$ cat src/sv/tcb_pkg.sv
// Shared types and constants for the clipped text cell buffer.
// Used by every module of the block; no dependencies.
`timescale 1ns / 1ps

package tcb_pkg;

   localparam int DEF_MAX_COLS = 128;
   localparam int DEF_MAX_ROWS = 64;

   localparam logic [1:0] OP_DRAW  = 2'd0;
   localparam logic [1:0] OP_PAINT = 2'd1;
   localparam logic [1:0] OP_READ  = 2'd2;

   localparam int CSR_AW = 4;
   localparam logic [1:0] REG_COLS      = 2'd0;
   localparam logic [1:0] REG_ROWS      = 2'd1;
   localparam logic [1:0] REG_SHIFT_COL = 2'd2;
   localparam logic [1:0] REG_SHIFT_ROW = 2'd3;

   localparam logic [7:0] RST_COLS  = 8'd128;
   localparam logic [6:0] RST_ROWS  = 7'd64;
   localparam logic [7:0] BLANK_GLYPH = 8'h20;
   localparam logic [4:0] WHITE_IDX   = 5'd31;
   localparam logic [4:0] BLACK_IDX   = 5'd0;

   typedef struct packed {
      logic [7:0]         cols;
      logic [6:0]         rows;
      logic signed [15:0] shift_col;
      logic signed [15:0] shift_row;
   } cfg_type;

   typedef struct packed {
      logic rd_en;
      logic wr_glyph;
      logic wr_paint;
   } mem_ctl_type;

endpackage

$ cat src/sv/tcb_csr.sv
// Configuration register file of the clipped text cell buffer.
// Depends on tcb_pkg for register indexes, reset values and cfg_type.
`timescale 1ns / 1ps

module tcb_csr (
   input  logic                       clock,
   input  logic                       reset,
   input  logic                       csr_psel,
   input  logic                       csr_penable,
   input  logic                       csr_pwrite,
   input  logic [tcb_pkg::CSR_AW-1:0] csr_paddr,
   input  logic [31:0]                csr_pwdata,
   output logic [31:0]                csr_prdata,
   output logic                       csr_pready,
   output tcb_pkg::cfg_type           cfg
);
   import tcb_pkg::*;

   cfg_type    cfg_ff;
   logic       wr_en;
   logic [1:0] reg_idx;

   assign csr_pready = 1'b1;
   assign wr_en      = csr_psel & csr_penable & csr_pwrite & csr_pready;
   assign reg_idx    = csr_paddr[3:2];
   assign cfg        = cfg_ff;

   always_ff @(posedge clock) begin
      if (reset) begin
         cfg_ff.cols      <= RST_COLS;
         cfg_ff.rows      <= RST_ROWS;
         cfg_ff.shift_col <= 16'sd0;
         cfg_ff.shift_row <= 16'sd0;
      end else if (wr_en) begin
         case (reg_idx)
            REG_COLS:      cfg_ff.cols      <= csr_pwdata[7:0];
            REG_ROWS:      cfg_ff.rows      <= csr_pwdata[6:0];
            REG_SHIFT_COL: cfg_ff.shift_col <= csr_pwdata[15:0];
            REG_SHIFT_ROW: cfg_ff.shift_row <= csr_pwdata[15:0];
            default: ;
         endcase
      end
   end

   always_comb begin
      case (reg_idx)
         REG_COLS:      csr_prdata = {24'd0, cfg_ff.cols};
         REG_ROWS:      csr_prdata = {25'd0, cfg_ff.rows};
         REG_SHIFT_COL: csr_prdata = {16'd0, cfg_ff.shift_col};
         REG_SHIFT_ROW: csr_prdata = {16'd0, cfg_ff.shift_row};
         default:       csr_prdata = 32'd0;
      endcase
   end

endmodule

$ cat config.mk
export PLATFORM = sky130hd
export DESIGN_NAME = tcb_csr
export DESIGN_NICKNAME = d
export VERILOG_FILES = /design/src/sv/tcb_pkg.sv /design/src/sv/tcb_csr.sv
export SDC_FILE = /design/constraint.sdc
export NUM_CORES = 1
export LEC_CHECK = 0
export BUFFER_PORTS_ARGS = -buffer_cell sky130_fd_sc_hd__buf_2
export CAP_MARGIN = 20
export CELL_PAD_IN_SITES_DETAIL_PLACEMENT = 0
export CELL_PAD_IN_SITES_GLOBAL_PLACEMENT = 1
export CORE_ASPECT_RATIO = 0.7
export CORE_MARGIN = 2
export CORE_UTILIZATION = 36
export CTS_BUF_LIST = sky130_fd_sc_hd__clkbuf_4 sky130_fd_sc_hd__clkbuf_8 sky130_fd_sc_hd__clkbuf_16
export DETAILED_ROUTE_END_ITERATION = 7
export PLACE_DENSITY_LB_ADDON = 0.15
export SYNTH_ARGS = -nofsm -noshare
export SYNTH_HDL_FRONTEND = slang
export SYNTH_SLANG_ARGS = --single-unit
$ cat constraint.sdc
create_clock -name clock -period 2 [get_ports clock]
set_clock_uncertainty 0.1 [all_clocks]
set_input_delay 0.4 -clock clock [delete_from_list [all_inputs] [get_ports clock]]
set_output_delay 0.4 -clock clock [all_outputs]
set_load 0.1 [all_outputs]
==> run_results.csv <==
group,metric,value,unit
status,status,"finished, final reports clean",
routing,drtAntennaViolNets,0,
placed_design,place_hpwl,3890,um
floorplan,num_rows,24,
clock_tree,cts_tree,"yes",
clock_tree,cts_max_path_buffers,2,
floorplan,die_h,72.7,um
power,p_per_area,614,nW/um^2
routing,drc,0,
layout,finalNetCount,353,
placed_design,gp_congestion,0.724,
routing,via_per_inst,4.52,
sta,period_needed,1.97,ns
synth,ys_types,18,
layout,largest_reg_flops,47,
global_route,antenna_found_initial,0,
power,p_leak,1.62,nW
setup_path,cp-startpoint,"csr_paddr[3]",
synth,yosysTopAreaCellShare,38.8,%
synth,synth_area_per_cell,10.7,sq um
setup_path,reg2reg_from,"cfg[46]",
sta,setup_tns,0,ns
global_route,grt_overflow,0,
clock_tree,h-tree-depth,2,
sta,setup_viol,0,
clock_tree,ctsHoldBuffers,0,
sta,hold_viol_final,0,
routing,dr.first_iter.drc_count,62,
layout,final_area,3260,sq um
routing,via_count,1828,
floorplan,die_w,102,um
clock_tree,clk_latency,0.29,ns
placed_design,place_area,3170,sq um
synth,netlist_area,2420,sq um
setup_path,critPathKind,"primary input to output pin",
placed_design,io_buffers,85,
synth,synthFlopType,"dfxtp_1",
clock_tree,cts.sinks,47,
clock_tree,clk_pin_slew,0.09,ns
floorplan,start_util,38.1,%
worst_hold_path,hold_path_class,"primary input to register",
synth,yosys.cell_count.top_type,"nand2b_1",
clock_tree,cts_buffers,5,
synth,synth-seq-area-share,38.8,%
sta,maxSlewViolCount,0,
sta,timing.hold.ws,0.269,ns
setup_path,arrival,1.47,ns
synth,ys_ff_latch,47,
floorplan,core_region_area,6370,sq um
synth,yosys-top-cells-count,"61 x nand2b_1, 55 x mux2i_1, 47 x dfxtp_1, 19 x buf_4, 9 x clkbuf_1",
setup_path,required,1.50,ns
setup_path,worstPathMaxFanout,12,
sta,rsz0062_at_grt,"false",
sta,period_share,98.3,%
setup_path,cp-start-kind,"primary input",
layout,area_delta_synth_final,34.6,%
floorplan,io_pins,121,
routing,wl_per_cell,13.4,um
synth,async_flop_share,0,%
synth,synth_edf_count,0,
setup_path,endpoint_kind,"output pin",
sta,fmax,509,MHz
layout,antennaDiodeCount,0,
global_route,grt_max_degree,66,
routing,drt_wl_total,5430,um
worst_hold_path,hp-start,"csr_pwdata[7]",
global_route,grt_pass1_wl,8710,um
synth,synth_top_area_cell,"dfxtp_1",
run,max-cap-violations,0,
clock_tree,cts-root-buf,"clkbuf_8",
power,power.total,0.00200,W
synth,ys_top_cells_by_area,"dfxtp_1 39%, mux2i_1 23%, nand2b_1 16%, mux4_2 6.5%, buf_4 5.9%",
synth,yosysWarnings,0,
synth,synth_cells,227,
global_route,grt_pass1_vias,1708,
floorplan,dieArea,7420,sq um
power,vdd_drop_max,0.279,mV
layout,finalNonFillerCells,404,
placed_design,dp_cells,396,
routing,first_pass_iters,4,
layout,drive_gt1_share,54.3,%
global_route,grt_use_total,15.3,%
through the flow:
| step | util [%] | setup slack (ns) |
|---|---|---|
| after floorplan | - | 0.105 |
| final | 51.2 | 0.0336 |
| after global placement | 49.7 | 0.0341 |
| after global routing | 51.2 | 0.000514 |
| after CTS | 51.1 | 0.0224 |
| after detailed placement | 49.7 | 0.0271 |
final timing paths:
kind / slack (ns) / to / cells after the start
hold reg to reg: 0.38 / cfg[20] / 2
setup / recovery: 0.03 / csr_prdata[6] / 4
hold / removal: 0.27 / cfg[46] / 3
setup reg to reg: 1.29 / cfg[46] / 2
cell families (layout without fill, tap and decap cells):
logic type | Yosys count | after routing | share of synthesized area, %
AOI/OAI and AO/OA | 1 | 1 | 0.361
buffers and inverters | 33 | 104 | 9.96
DFF | 47 | 47 | 38.8
and+or+nand+nor | 81 | 81 | 20.9
muxes | 63 | 63 | 29.7
other | 2 | 17 | 0.310
placed cells by master, fill, tap and decap left out, drive strengths merged:
cell type  count
and3           1
nand2b        61
a22o           1
mux4           7
nor2b          8
clkinv         1
nand3          1
conb          17
and3b          2
nand2          1
nor2           5
mux2i         55
nand3b         2
mux2           1
buf           93
dfxtp         47
clkbuf        10
cell type report:
| class | count | area, sq um |
|---|---|---|
| multi-input cells | 162 | 1360 |
| fillers | 623 | 3100 |
| repair buffers | 96 | 701 |
| clock inverters | 1 | 5.00 |
| well taps | 91 | 114 |
| flip-flops and latches | 47 | 1000 |
| clock buffers | 7 | 83.8 |
what timing repair did:
| item | 4_1_cts | 5_1_grt |
|---|---|---|
| gates resized for setup | 0 | 3 |
| setup endpoints to repair | 0 | 3 |
| setup buffers | 0 | 0 |
critical path, cell delays in order:
cell,delay [ns]
buf_2,0.10
buf_12,0.15
mux4_2,0.51
buf_2,0.31
power breakdown:
group	total [W]	switching [W]	internal, W
combinational	0.000464	0.000352	0.000111
clock	0.000580	0.000307	0.000273
sequential	0.000958	0.00000919	0.000949
per-layer routing:
| layer | GRT usage [%] | wire length, um |
|---|---|---|
| met1 | 23.2 | 2810 |
| met2 | 21.9 | 2270 |
| met3 | 3.54 | 318 |
| met4 | 3.56 | 25 |
| met5 | 0 | 0 |
Power figures use the tool's default switching activity.
