**src/sv/tcb_pkg.sv**
```systemverilog
// Shared types and constants for the clipped text cell buffer.
// Used by every module of the block; no dependencies.
`timescale 1ns / 1ps

package tcb_pkg;

   localparam int DEF_MAX_COLS = 128;
   localparam int DEF_MAX_ROWS = 64;

   localparam logic [1:0] OP_DRAW  = 2'd0;
   localparam logic [1:0] OP_PAINT = 2'd1;
   localparam logic [1:0] OP_READ  = 2'd2;

   localparam int CSR_AW = 4;
   localparam logic [1:0] REG_COLS      = 2'd0;
   localparam logic [1:0] REG_ROWS      = 2'd1;
   localparam logic [1:0] REG_SHIFT_COL = 2'd2;
   localparam logic [1:0] REG_SHIFT_ROW = 2'd3;

   localparam logic [7:0] RST_COLS  = 8'd128;
   localparam logic [6:0] RST_ROWS  = 7'd64;
   localparam logic [7:0] BLANK_GLYPH = 8'h20;
   localparam logic [4:0] WHITE_IDX   = 5'd31;
   localparam logic [4:0] BLACK_IDX   = 5'd0;

   typedef struct packed {
      logic [7:0]         cols;
      logic [6:0]         rows;
      logic signed [15:0] shift_col;
      logic signed [15:0] shift_row;
   } cfg_type;

   typedef struct packed {
      logic rd_en;
      logic wr_glyph;
      logic wr_paint;
   } mem_ctl_type;

endpackage

```
**src/sv/tcb_clip.sv**
```systemverilog
// Translation and clipping of one cell access; yields hit and cell address.
// Depends on tcb_pkg for cfg_type.
`timescale 1ns / 1ps

module tcb_clip #(
   parameter int MAX_COLS = tcb_pkg::DEF_MAX_COLS,
   parameter int MAX_ROWS = tcb_pkg::DEF_MAX_ROWS,
   parameter int AW = (MAX_COLS * MAX_ROWS > 1) ? $clog2(MAX_COLS * MAX_ROWS) : 1
) (
   input  tcb_pkg::cfg_type   cfg,
   input  logic signed [15:0] col,
   input  logic signed [15:0] row,
   output logic               hit,
   output logic [AW-1:0]      addr
);
   import tcb_pkg::*;

   localparam logic [8:0] MaxColsW = 9'(MAX_COLS);
   localparam logic [8:0] MaxRowsW = 9'(MAX_ROWS);

   logic signed [16:0] x;
   logic signed [16:0] y;
   logic [8:0]         w;
   logic [8:0]         h;
   logic               in_x;
   logic               in_y;
   logic [31:0]        addr_full;

   assign x = {col[15], col} + {cfg.shift_col[15], cfg.shift_col};
   assign y = {row[15], row} + {cfg.shift_row[15], cfg.shift_row};
   assign w = ({1'b0, cfg.cols} > MaxColsW) ? MaxColsW : {1'b0, cfg.cols};
   assign h = ({2'b0, cfg.rows} > MaxRowsW) ? MaxRowsW : {2'b0, cfg.rows};

   assign in_x = !x[16] && (x[15:0] < {7'd0, w});
   assign in_y = !y[16] && (y[15:0] < {7'd0, h});
   assign hit  = in_x & in_y;

   assign addr_full = 32'(y[15:0]) * 32'(MAX_COLS) + 32'(x[15:0]);
   assign addr      = addr_full[AW-1:0];

endmodule

```
**config.mk**
```make
export PLATFORM = sky130hd
export DESIGN_NAME = tcb_clip
export DESIGN_NICKNAME = d
export VERILOG_FILES = /design/src/sv/tcb_pkg.sv /design/src/sv/tcb_clip.sv
export SDC_FILE = /design/constraint.sdc
export NUM_CORES = 1
export LEC_CHECK = 0
export ABC_AREA = 1
export BUFFER_PORTS_ARGS = -buffer_cell sky130_fd_sc_hd__buf_2
export CORE_AREA = 2 2 72 102
export DETAILED_ROUTE_END_ITERATION = 10
export DIE_AREA = 0 0 74 104
export GPL_TIMING_DRIVEN = 0
export PLACE_DENSITY = 0.66
export SLEW_MARGIN = 20
export SYNTH_ARGS = -nofsm -noshare
export SYNTH_HDL_FRONTEND = slang
export SYNTH_SLANG_ARGS = --single-unit
```
**constraint.sdc**
```tcl
create_clock -name vclk -period 5.04
set_input_delay 1.008 -clock vclk [all_inputs]
set_output_delay 1.008 -clock vclk [all_outputs]
set_load 0.03 [all_outputs]
```
==> flow_summary.json, run 1 <==
{
  "final_util": 0.487,
  "die_area_um2": 7700,
  "yosys.area.top_type_share": 0.298,
  "cp.arrival_ns": 3.77,
  "gp_congestion": 0.886,
  "layout_setup_ws_ns": 0.264,
  "nets": 757,
  "wl_um": 7320,
  "drcViolationCount": 0,
  "setup_tns_ns": 0,
  "cts_setup_buffers": 0,
  "crit_required_ns": 4.03,
  "min_period_ns": 4.78,
  "vias": 3362,
  "power.density_nw_per_um2": 164,
  "post-dp-hpwl_um": 6790,
  "netlist_area_um2": 2730,
  "fp.dieH_um": 104,
  "critPathKind": "in -> out",
  "start_kind": "input pin",
  "grt_use_total": 0.185,
  "register_area_um2": 0,
  "io_buffers": 93,
  "place_ws_ns": 0.291,
  "clockBufferCount": 0,
  "cp-startpoint": "cfg[0]",
  "slew_viol_final": 0,
  "peakVddDrop_uv": 70.6,
  "core_um2": 6800,
  "grt_max_degree": 7,
  "ys.warnings.count": 0,
  "fill_cells": 781,
  "worstPathMaxFanout": 4,
  "antenna_found_initial": 0,
  "outcome": "finished, final reports clean",
  "cts_resized": 0,
  "initial_utilization": 0.402,
  "synthesis.nets": 662,
  "multi_input_area_um2": 2350,
  "hold_buffers": 0,
  "crit_chain": "buf_2, ha_1, fa_1, nand3_1, nand3_1, nand2_1, nand2_1, xor2_1, ha_1, a21o_1, nor3_1, nand3_1, nor2_1, nand2_1, nor2_1, nand4_1, nor2_1, buf_2",
  "syn_avg_cell_area_um2": 5.14,
  "syn_inst": 531,
  "setup.worst_path.end": "hit",
  "leakage_nw": 2.17,
  "rows": 36,
  "fin_crit_sh": 0.948,
  "min_path_type": "in -> out",
  "area_growth_pct": 21.4,
  "ioPinCount": 93,
  "hold_violations": 0,
  "fmax_mhz": 209,
  "drive_gt1_frac": 0.162,
  "ant_nets": 0,
  "setup_violations": 0,
  "slew_headroom": 0.781,
  "crit_path_end_kind": "primary output",
  "synth_cell_types": 25,
  "synth_seq_area_share": 0,
  "layout_common_cells": "217 x nand2_1, 102 x inv_1, 93 x buf_2",
  "max_stage_delay_ns": 0.44,
  "seq_cells": 0,
  "slowest_stage": "fa_1",
  "grt_pass1_wl_um": 12100,
  "max-cap-violations": 0,
  "die_w_um": 74,
  "rsz0062_at_grt": "no",
  "grt_pass1_vias": 3083,
  "dr.pass1.iters": 4,
  "layout_commonest_cell": "nand2_1",
  "globalRouteOverflowTotal": 0,
  "n_antenna_cell": 0,
  "detail_route.iter0.violations": 72,
  "avgViaCountPerCell": 4.68,
  "synth_top_cell_by_area": "nand2_1",
  "synth_area_leaders": "nand2_1 30%, ha_1 22%, inv_1 14%, nand3_1 6.8%, nor2_1 6.3%",
  "tightest_slew_ns": 0.328,
  "wl_per_cell_um": 10.2
}
==> per-stage QoR <==
stage / cell area [um^2] / hold slack, ns / instances / total power [mW]
final: 3320 / 2.43 / 719 / 0.544
after global routing: 3320 / 2.45 / 719 / 0.614
after CTS: 3320 / 2.43 / 719 / 0.549
after detailed placement: 3320 / 2.43 / 719 / 0.547
after global placement: 3320 / 2.42 / 719 / 0.535
after floorplan: 2730 / 2.29 / 531 / 0.399
==> cell usage after synthesis (all sizes together) <==
master	instances
xor2	12
a21o	1
nand4	10
nand2	220
o21bai	2
or2	1
or4	1
inv	102
a21oi	23
nor4	1
o31ai	1
fa	3
nor2	47
nand3	38
ha	49
nor3	5
xnor2	2
and2	5
nand3b	4
o21ai	4
==> power by group <==
group          total [mW]  internal [mW]  switching, mW
sequential              0              0              0
combinational       0.544          0.198          0.346
clock                   0              0              0
==> routing by layer <==
layer	vias up	track usage	share of wire
met4	0	0.0247	0.011
met5	-	0	0
met1	1440	0.189	0.40
li1	1846	-	-
met2	70	0.395	0.56
met3	6	0.00484	0.036
==> cell families after synthesis <==
logic type,share of synthesized area
AND/OR/NAND/NOR,0.505
buffers and inverters,0.140
adder cells (fa/ha/maj),0.246
AO/OA/AOI/OAI,0.0605
XOR/XNOR,0.0476
==> layout make-up <==
| type | count | share of cell area |
|---|---|---|
| multi-input cells | 429 | 0.708 |
| repair buffers | 93 | 0.140 |
| inverters | 102 | 0.115 |
| well taps | 95 | 0.0358 |
==> worst max-delay path: cells and delay by family <==
kind,cells,cell delay (ns)
AND/OR/NAND/NOR,11,1.23
adder cells (fa/ha/maj),3,0.89
buffers and inverters,2,0.31
AO/OA/AOI/OAI,1,0.15
XOR/XNOR,1,0.17
==> worst min-delay path by stage <==
stage,startpoint,to,slack (ns),depth (start not counted)
final,col[0],addr[0],2.43,3
after CTS,col[0],addr[0],2.43,3
after floorplan,col[0],addr[0],2.29,1
after global routing,col[0],addr[0],2.45,3
after global placement,col[0],addr[0],2.42,3
after detailed placement,col[0],addr[0],2.43,3
No activity file was read; power rests on OpenSTA's default activity.
==> inputs of run 2 (changes only) <==
--- a/config.mk
+++ b/config.mk
@@ -5,13 +5,13 @@
 export SDC_FILE = /design/constraint.sdc
 export NUM_CORES = 1
 export LEC_CHECK = 0
-export ABC_AREA = 1
+export ABC_AREA = 0
 export BUFFER_PORTS_ARGS = -buffer_cell sky130_fd_sc_hd__buf_2
-export CORE_AREA = 2 2 72 102
+export CORE_AREA = 2 2 65 91
 export DETAILED_ROUTE_END_ITERATION = 10
-export DIE_AREA = 0 0 74 104
+export DIE_AREA = 0 0 67 93
 export GPL_TIMING_DRIVEN = 0
-export PLACE_DENSITY = 0.66
+export PLACE_DENSITY = 0.69
 export SLEW_MARGIN = 20
 export SYNTH_ARGS = -nofsm -noshare
 export SYNTH_HDL_FRONTEND = slang
==> flow_summary.json, run 2 <==
{
  "gr-usage-met2": 0.384,
  "fin_crit_sh": 1.03,
  "fp.dieH_um": 93,
  "switching_share": 0.567,
  "setup_tns_ns": -0.174,
  "grt_use_met1": 0.231,
  "ioPinCount": 93,
  "synthAdderAreaFrac": 0.320,
  "min_path_type": "in -> out",
  "yosysMostFrequentCell": "ha_1",
  "netlist_area_um2": 2160,
  "power_frac_seq": 0,
  "use_met3": 0.00241,
  "grt_max_degree": 10,
  "die_w_um": 67,
  "grt_use_total": 0.194,
  "synth_area_leaders": "ha_1 28%, xnor2_1 6.9%, a21oi_1 5.8%, a21o_1 4.5%, nand2_1 4.2%",
  "place_ws_ns": -0.537,
  "synthesis.nets": 420,
  "slew_headroom": 0.685,
  "start_kind": "input pin",
  "die_area_um2": 6230,
  "tightest_slew_ns": 0.470,
  "globalRouteOverflowTotal": 0,
  "drive_gt1_frac": 0.344,
  "power_switching_uw": 333,
  "synth_seq_area_share": 0,
  "vias": 2530,
  "ant_nets": 0,
  "ys_top_cells_by_count": "49 x ha_1, 25 x a21oi_1, 24 x nand2_1, 21 x inv_1, 19 x nor2_1",
  "total_power_uw": 588,
  "layout_commonest_cell": "buf_2",
  "synth_compound_area_frac": 0.348,
  "syn_avg_cell_area_um2": 7.49,
  "multi_input_area_um2": 2230,
  "post-dp-hpwl_um": 5200,
  "register_area_um2": 0,
  "grt_most_used_layer": "met2",
  "n_antenna_cell": 0,
  "drcViolationCount": 0,
  "fmax_mhz": 192,
  "worstPathMaxFanout": 3,
  "hold_violations": 0,
  "synth_xor_area_frac": 0.0769,
  "clockBufferCount": 0,
  "synth_top_cell_by_area": "ha_1",
  "avgViaCountPerCell": 5.52,
  "core_um2": 5450,
  "pwr-share-comb": 1.000,
  "wl_per_cell_um": 13.1,
  "power.density_nw_per_um2": 199,
  "wl_um": 6020,
  "synth_top_family_by_area": "compound AO/OA/AOI/OAI gates",
  "ys.warnings.count": 0,
  "max-cap-violations": 0,
  "nets": 523,
  "leakage_nw": 1.45,
  "layout_setup_ws_ns": -0.174,
  "initial_utilization": 0.397,
  "intPower_uw": 255,
  "critPathKind": "in -> out",
  "yosys.area.top_type_share": 0.283,
  "io_buffers": 93,
  "layout.cells.non_filler": 458,
  "grt_pass1_vias": 2483,
  "min_period_ns": 5.21,
  "synth_mux_area_frac": 0.0145,
  "dr.pass1.iters": 4,
  "syn_inst": 289,
  "setup_violations": 1,
  "fill_cells": 559,
  "synth-simple-area-share": 0.199,
  "dp_cells": 450,
  "violations": "setup timing",
  "crit_path_end_kind": "primary output",
  "cp.arrival_ns": 4.21,
  "rsz0062_at_grt": "yes",
  "slew_viol_final": 0,
  "peakVddDrop_uv": 181,
  "p_clk_frac": 0,
  "grt_pass1_wl_um": 10100,
  "area_growth_pct": 36.6,
  "gp_congestion": 0.838,
  "crit_required_ns": 4.03,
  "seq_cells": 0,
  "rows": 32,
  "detail_route.iter0.violations": 142,
  "synth_cell_types": 56,
  "outcome": "complete, but fails checks",
  "layout_common_cells": "88 x buf_2, 44 x ha_1, 24 x nand2_1",
  "antenna_found_initial": 0
}
==> run 2: cell types whose count changed in the layout (fill, tap and decap cells not counted), moves of 9 or more <==
| cell | delta |
|---|---|
| a21o_1 | +12 |
| buf_4 | +10 |
| inv_1 | -82 |
| nand2_1 | -193 |
| nand3_1 | -34 |
| nor2_1 | -29 |
| xnor2_1 | +10 |
| xor2_1 | -9 |
==> run 2: final timing paths <==
kind | from | endpoint | cells past startpoint
setup / recovery | cfg[0] | hit | 17
hold / removal | col[0] | addr[0] | 3
==> run 2: area by class of cell <==
| class | count | area share |
|---|---|---|
| plain buffers | 1 | 0.00127 |
| well taps | 68 | 0.0288 |
| repair buffers | 101 | 0.186 |
| multi-input cells | 265 | 0.755 |
| inverters | 23 | 0.0292 |
==> run 2: what timing repair did <==
item | in CTS | in global routing
setup endpoints to repair | 3 | 3
gates resized for setup | 10 | 11
hold buffers | 0 | 0
buffers inserted | 3 | 5
pin swaps | 10 | 13
==> run 2: power by group through the flow <==
stage | registers, mW | logic [mW] | clock network, mW
2_1_floorplan | 0 | 0.398 | 0
3_3_place_gp | 0 | 0.527 | 0
3_5_place_dp | 0 | 0.536 | 0
4_1_cts | 0 | 0.555 | 0
5_1_grt | 0 | 0.650 | 0
6_report | 0 | 0.588 | 0
==> run 2: metrics by stage <==
stage / instance area, um^2 / hold slack [ns] / util
6_report: 2960 / 2.41 / 0.543
5_1_grt: 2960 / 2.43 / 0.543
4_1_cts: 2870 / 2.41 / 0.527
3_5_place_dp: 2790 / 2.41 / 0.512
3_3_place_gp: 2790 / 2.41 / 0.512
2_1_floorplan: 2240 / 2.17 / -
==> run 2: layer usage <==
| metal | share of wire | wire (um) |
|---|---|---|
| met1 | 0.38 | 2290 |
| met2 | 0.56 | 3390 |
| met3 | 0.042 | 251 |
| met4 | 0.014 | 82 |
| met5 | 0 | 0 |
==> run 2: kinds of logic after synthesis <==
| logic type | after synthesis |
|---|---|
| compound gates | 106 |
| xor+xnor | 19 |
| fa+ha+maj | 54 |
| buf+inv | 24 |
| mux | 3 |
| simple gates | 83 |
==> run 2: worst max-delay path: stages <==
cell,delay (ns)
buf_6,0.10
ha_4,0.16
fa_2,0.38
a211o_1,0.30
a21oi_2,0.15
nor2b_1,0.07
nor2_2,0.12
xnor2_1,0.11
ha_2,0.21
a2111oi_4,0.23
o2111ai_2,0.18
a2111oi_2,0.22
nand4_1,0.17
nor4_2,0.17
nand4_1,0.17
nor4_4,0.27
buf_4,0.21
==> inputs of run 3 (changes only) <==
--- a/config.mk
+++ b/config.mk
@@ -11,7 +11,7 @@
 export DETAILED_ROUTE_END_ITERATION = 10
 export DIE_AREA = 0 0 67 93
 export GPL_TIMING_DRIVEN = 0
-export PLACE_DENSITY = 0.69
+export PLACE_DENSITY = 0.72
 export SLEW_MARGIN = 20
 export SYNTH_ARGS = -nofsm -noshare
 export SYNTH_HDL_FRONTEND = slang
==> constraint.sdc (replaced) <==
create_clock -name vclk -period 4.7
set_input_delay 0.94 -clock vclk [all_inputs]
set_output_delay 0.94 -clock vclk [all_outputs]
set_load 0.03 [all_outputs]
==> flow_summary.json, run 3 (synthesis results as in run 2) <==
{
  "gp_congestion": 0.874,
  "crit_path_end_kind": "primary output",
  "grt_use_total": 0.191,
  "max-cap-violations": 0,
  "avgViaCountPerCell": 5.57,
  "seq_cells": 0,
  "hold_violations": 0,
  "place_ws_ns": -0.677,
  "grt_pass1_wl_um": 9940,
  "nets": 524,
  "min_path_cells": 3,
  "initial_utilization": 0.397,
  "crit_required_ns": 3.76,
  "min_path_type": "in -> out",
  "setup.worst_path.end": "hit",
  "n_antenna_cell": 0,
  "drcViolationCount": 0,
  "ant_nets": 0,
  "max_stage_delay_ns": 0.38,
  "dr.pass1.iters": 4,
  "drive_gt1_frac": 0.361,
  "cp.arrival_ns": 4.18,
  "die_w_um": 67,
  "worstPathMaxFanout": 3,
  "layout_commonest_cell": "buf_2",
  "slowest_stage": "fa_2",
  "outcome": "complete, but fails checks",
  "area_growth_pct": 39.4,
  "critPathKind": "in -> out",
  "vias": 2556,
  "core_um2": 5450,
  "leakage_nw": 1.46,
  "wl_um": 5960,
  "hold_start": "col[0]",
  "hold_buffers": 0,
  "io_buffers": 93,
  "wl_per_cell_um": 13.0,
  "detail_route.iter0.violations": 167,
  "rsz0062_at_grt": "yes",
  "crit_chain": "buf_6, ha_4, fa_2, a211o_1, a21oi_2, nor2b_1, nor2_1, xnor2_1, ha_2, a2111oi_4, o2111ai_2, a2111oi_2, nand4_1, nor4_2, nand4_1, nor4_4, buf_4",
  "total_power_uw": 651,
  "layout_common_cells": "88 x buf_2, 40 x ha_1, 24 x nand2_1",
  "ioPinCount": 93,
  "rows": 32,
  "fmax_mhz": 195,
  "power.density_nw_per_um2": 216,
  "min_period_ns": 5.12,
  "post-dp-hpwl_um": 5130,
  "fin_crit_sh": 1.09,
  "violations": "setup timing",
  "layout_setup_ws_ns": -0.422,
  "die_area_um2": 6230,
  "globalRouteOverflowTotal": 0,
  "grt_max_degree": 10,
  "cp_common_cell": "nand4_1",
  "cp-startpoint": "cfg[0]",
  "register_area_um2": 0,
  "start_kind": "input pin",
  "peakVddDrop_uv": 147,
  "fp.dieH_um": 93,
  "fill_cells": 547,
  "setup_violations": 1,
  "clockBufferCount": 0,
  "dp_cells": 450,
  "layout.cells.non_filler": 459,
  "grt_pass1_vias": 2430,
  "slew_viol_final": 0,
  "antenna_found_initial": 0,
  "tightest_slew_ns": 0.480,
  "slew_headroom": 0.678
}
==> run 3: timing repair <==
| action | 4_1_cts | 5_1_grt |
|---|---|---|
| pin swaps | 14 | 13 |
| endpoints found under the setup margin | 4 | 3 |
| buffers inserted | 8 | 1 |
| gates resized for setup | 16 | 7 |
==> run 3: routing by layer <==
metal	vias up	global-route usage	part of all wire
met3	2	0.00361	0.048
met2	72	0.386	0.56
met5	-	0	0
met4	0	0.0119	0.0049
met1	1181	0.223	0.39
li1	1301	-	-
==> run 3: layout make-up <==
cell class                 count  area, um^2  area share
buffer                         1        3.75     0.00124
multi-input combinational    265        2280       0.757
inverter                      23        86.3      0.0286
tap                           68        85.1      0.0282
timing repair buffer         102         557       0.185
==> run 3: how the worst min path moves through the flow <==
| stage | endpoint |
|---|---|
| 5_1_grt | addr[0] |
| 6_report | addr[0] |
| 3_3_place_gp | addr[0] |
| 3_5_place_dp | addr[0] |
| 4_1_cts | addr[0] |
| 2_1_floorplan | addr[0] |
==> run 3: critical path: cells and delay by family <==
| family | cells | cell delay (ns) |
|---|---|---|
| buffers and inverters | 2 | 0.30 |
| AOI/OAI and AO/OA | 5 | 1.12 |
| xor gates and xnor gates | 1 | 0.11 |
| adders and majority gates | 3 | 0.74 |
| and+or+nand+nor | 6 | 0.96 |
==> run 3: metrics by stage <==
| step | util | cell area [um^2] | setup TNS, ns | hold slack [ns] |
|---|---|---|---|---|
| 6_report | 0.554 | 3020 | -0.422 | 2.27 |
| 5_1_grt | 0.554 | 3020 | -0.774 | 2.28 |
| 4_1_cts | 0.546 | 2970 | -0.434 | 2.28 |
| 3_5_place_dp | 0.519 | 2830 | -1.26 | 2.28 |
| 3_3_place_gp | 0.519 | 2830 | -0.997 | 2.27 |
| 2_1_floorplan | - | 2280 | -0.116 | 2.04 |
==> run 3: where the power goes <==
part	leakage (nW)	switching [mW]	internal [mW]
clock network	0	0	0
registers	0	0	0
logic	1.46	0.364	0.286
total	1.46	0.364	0.286
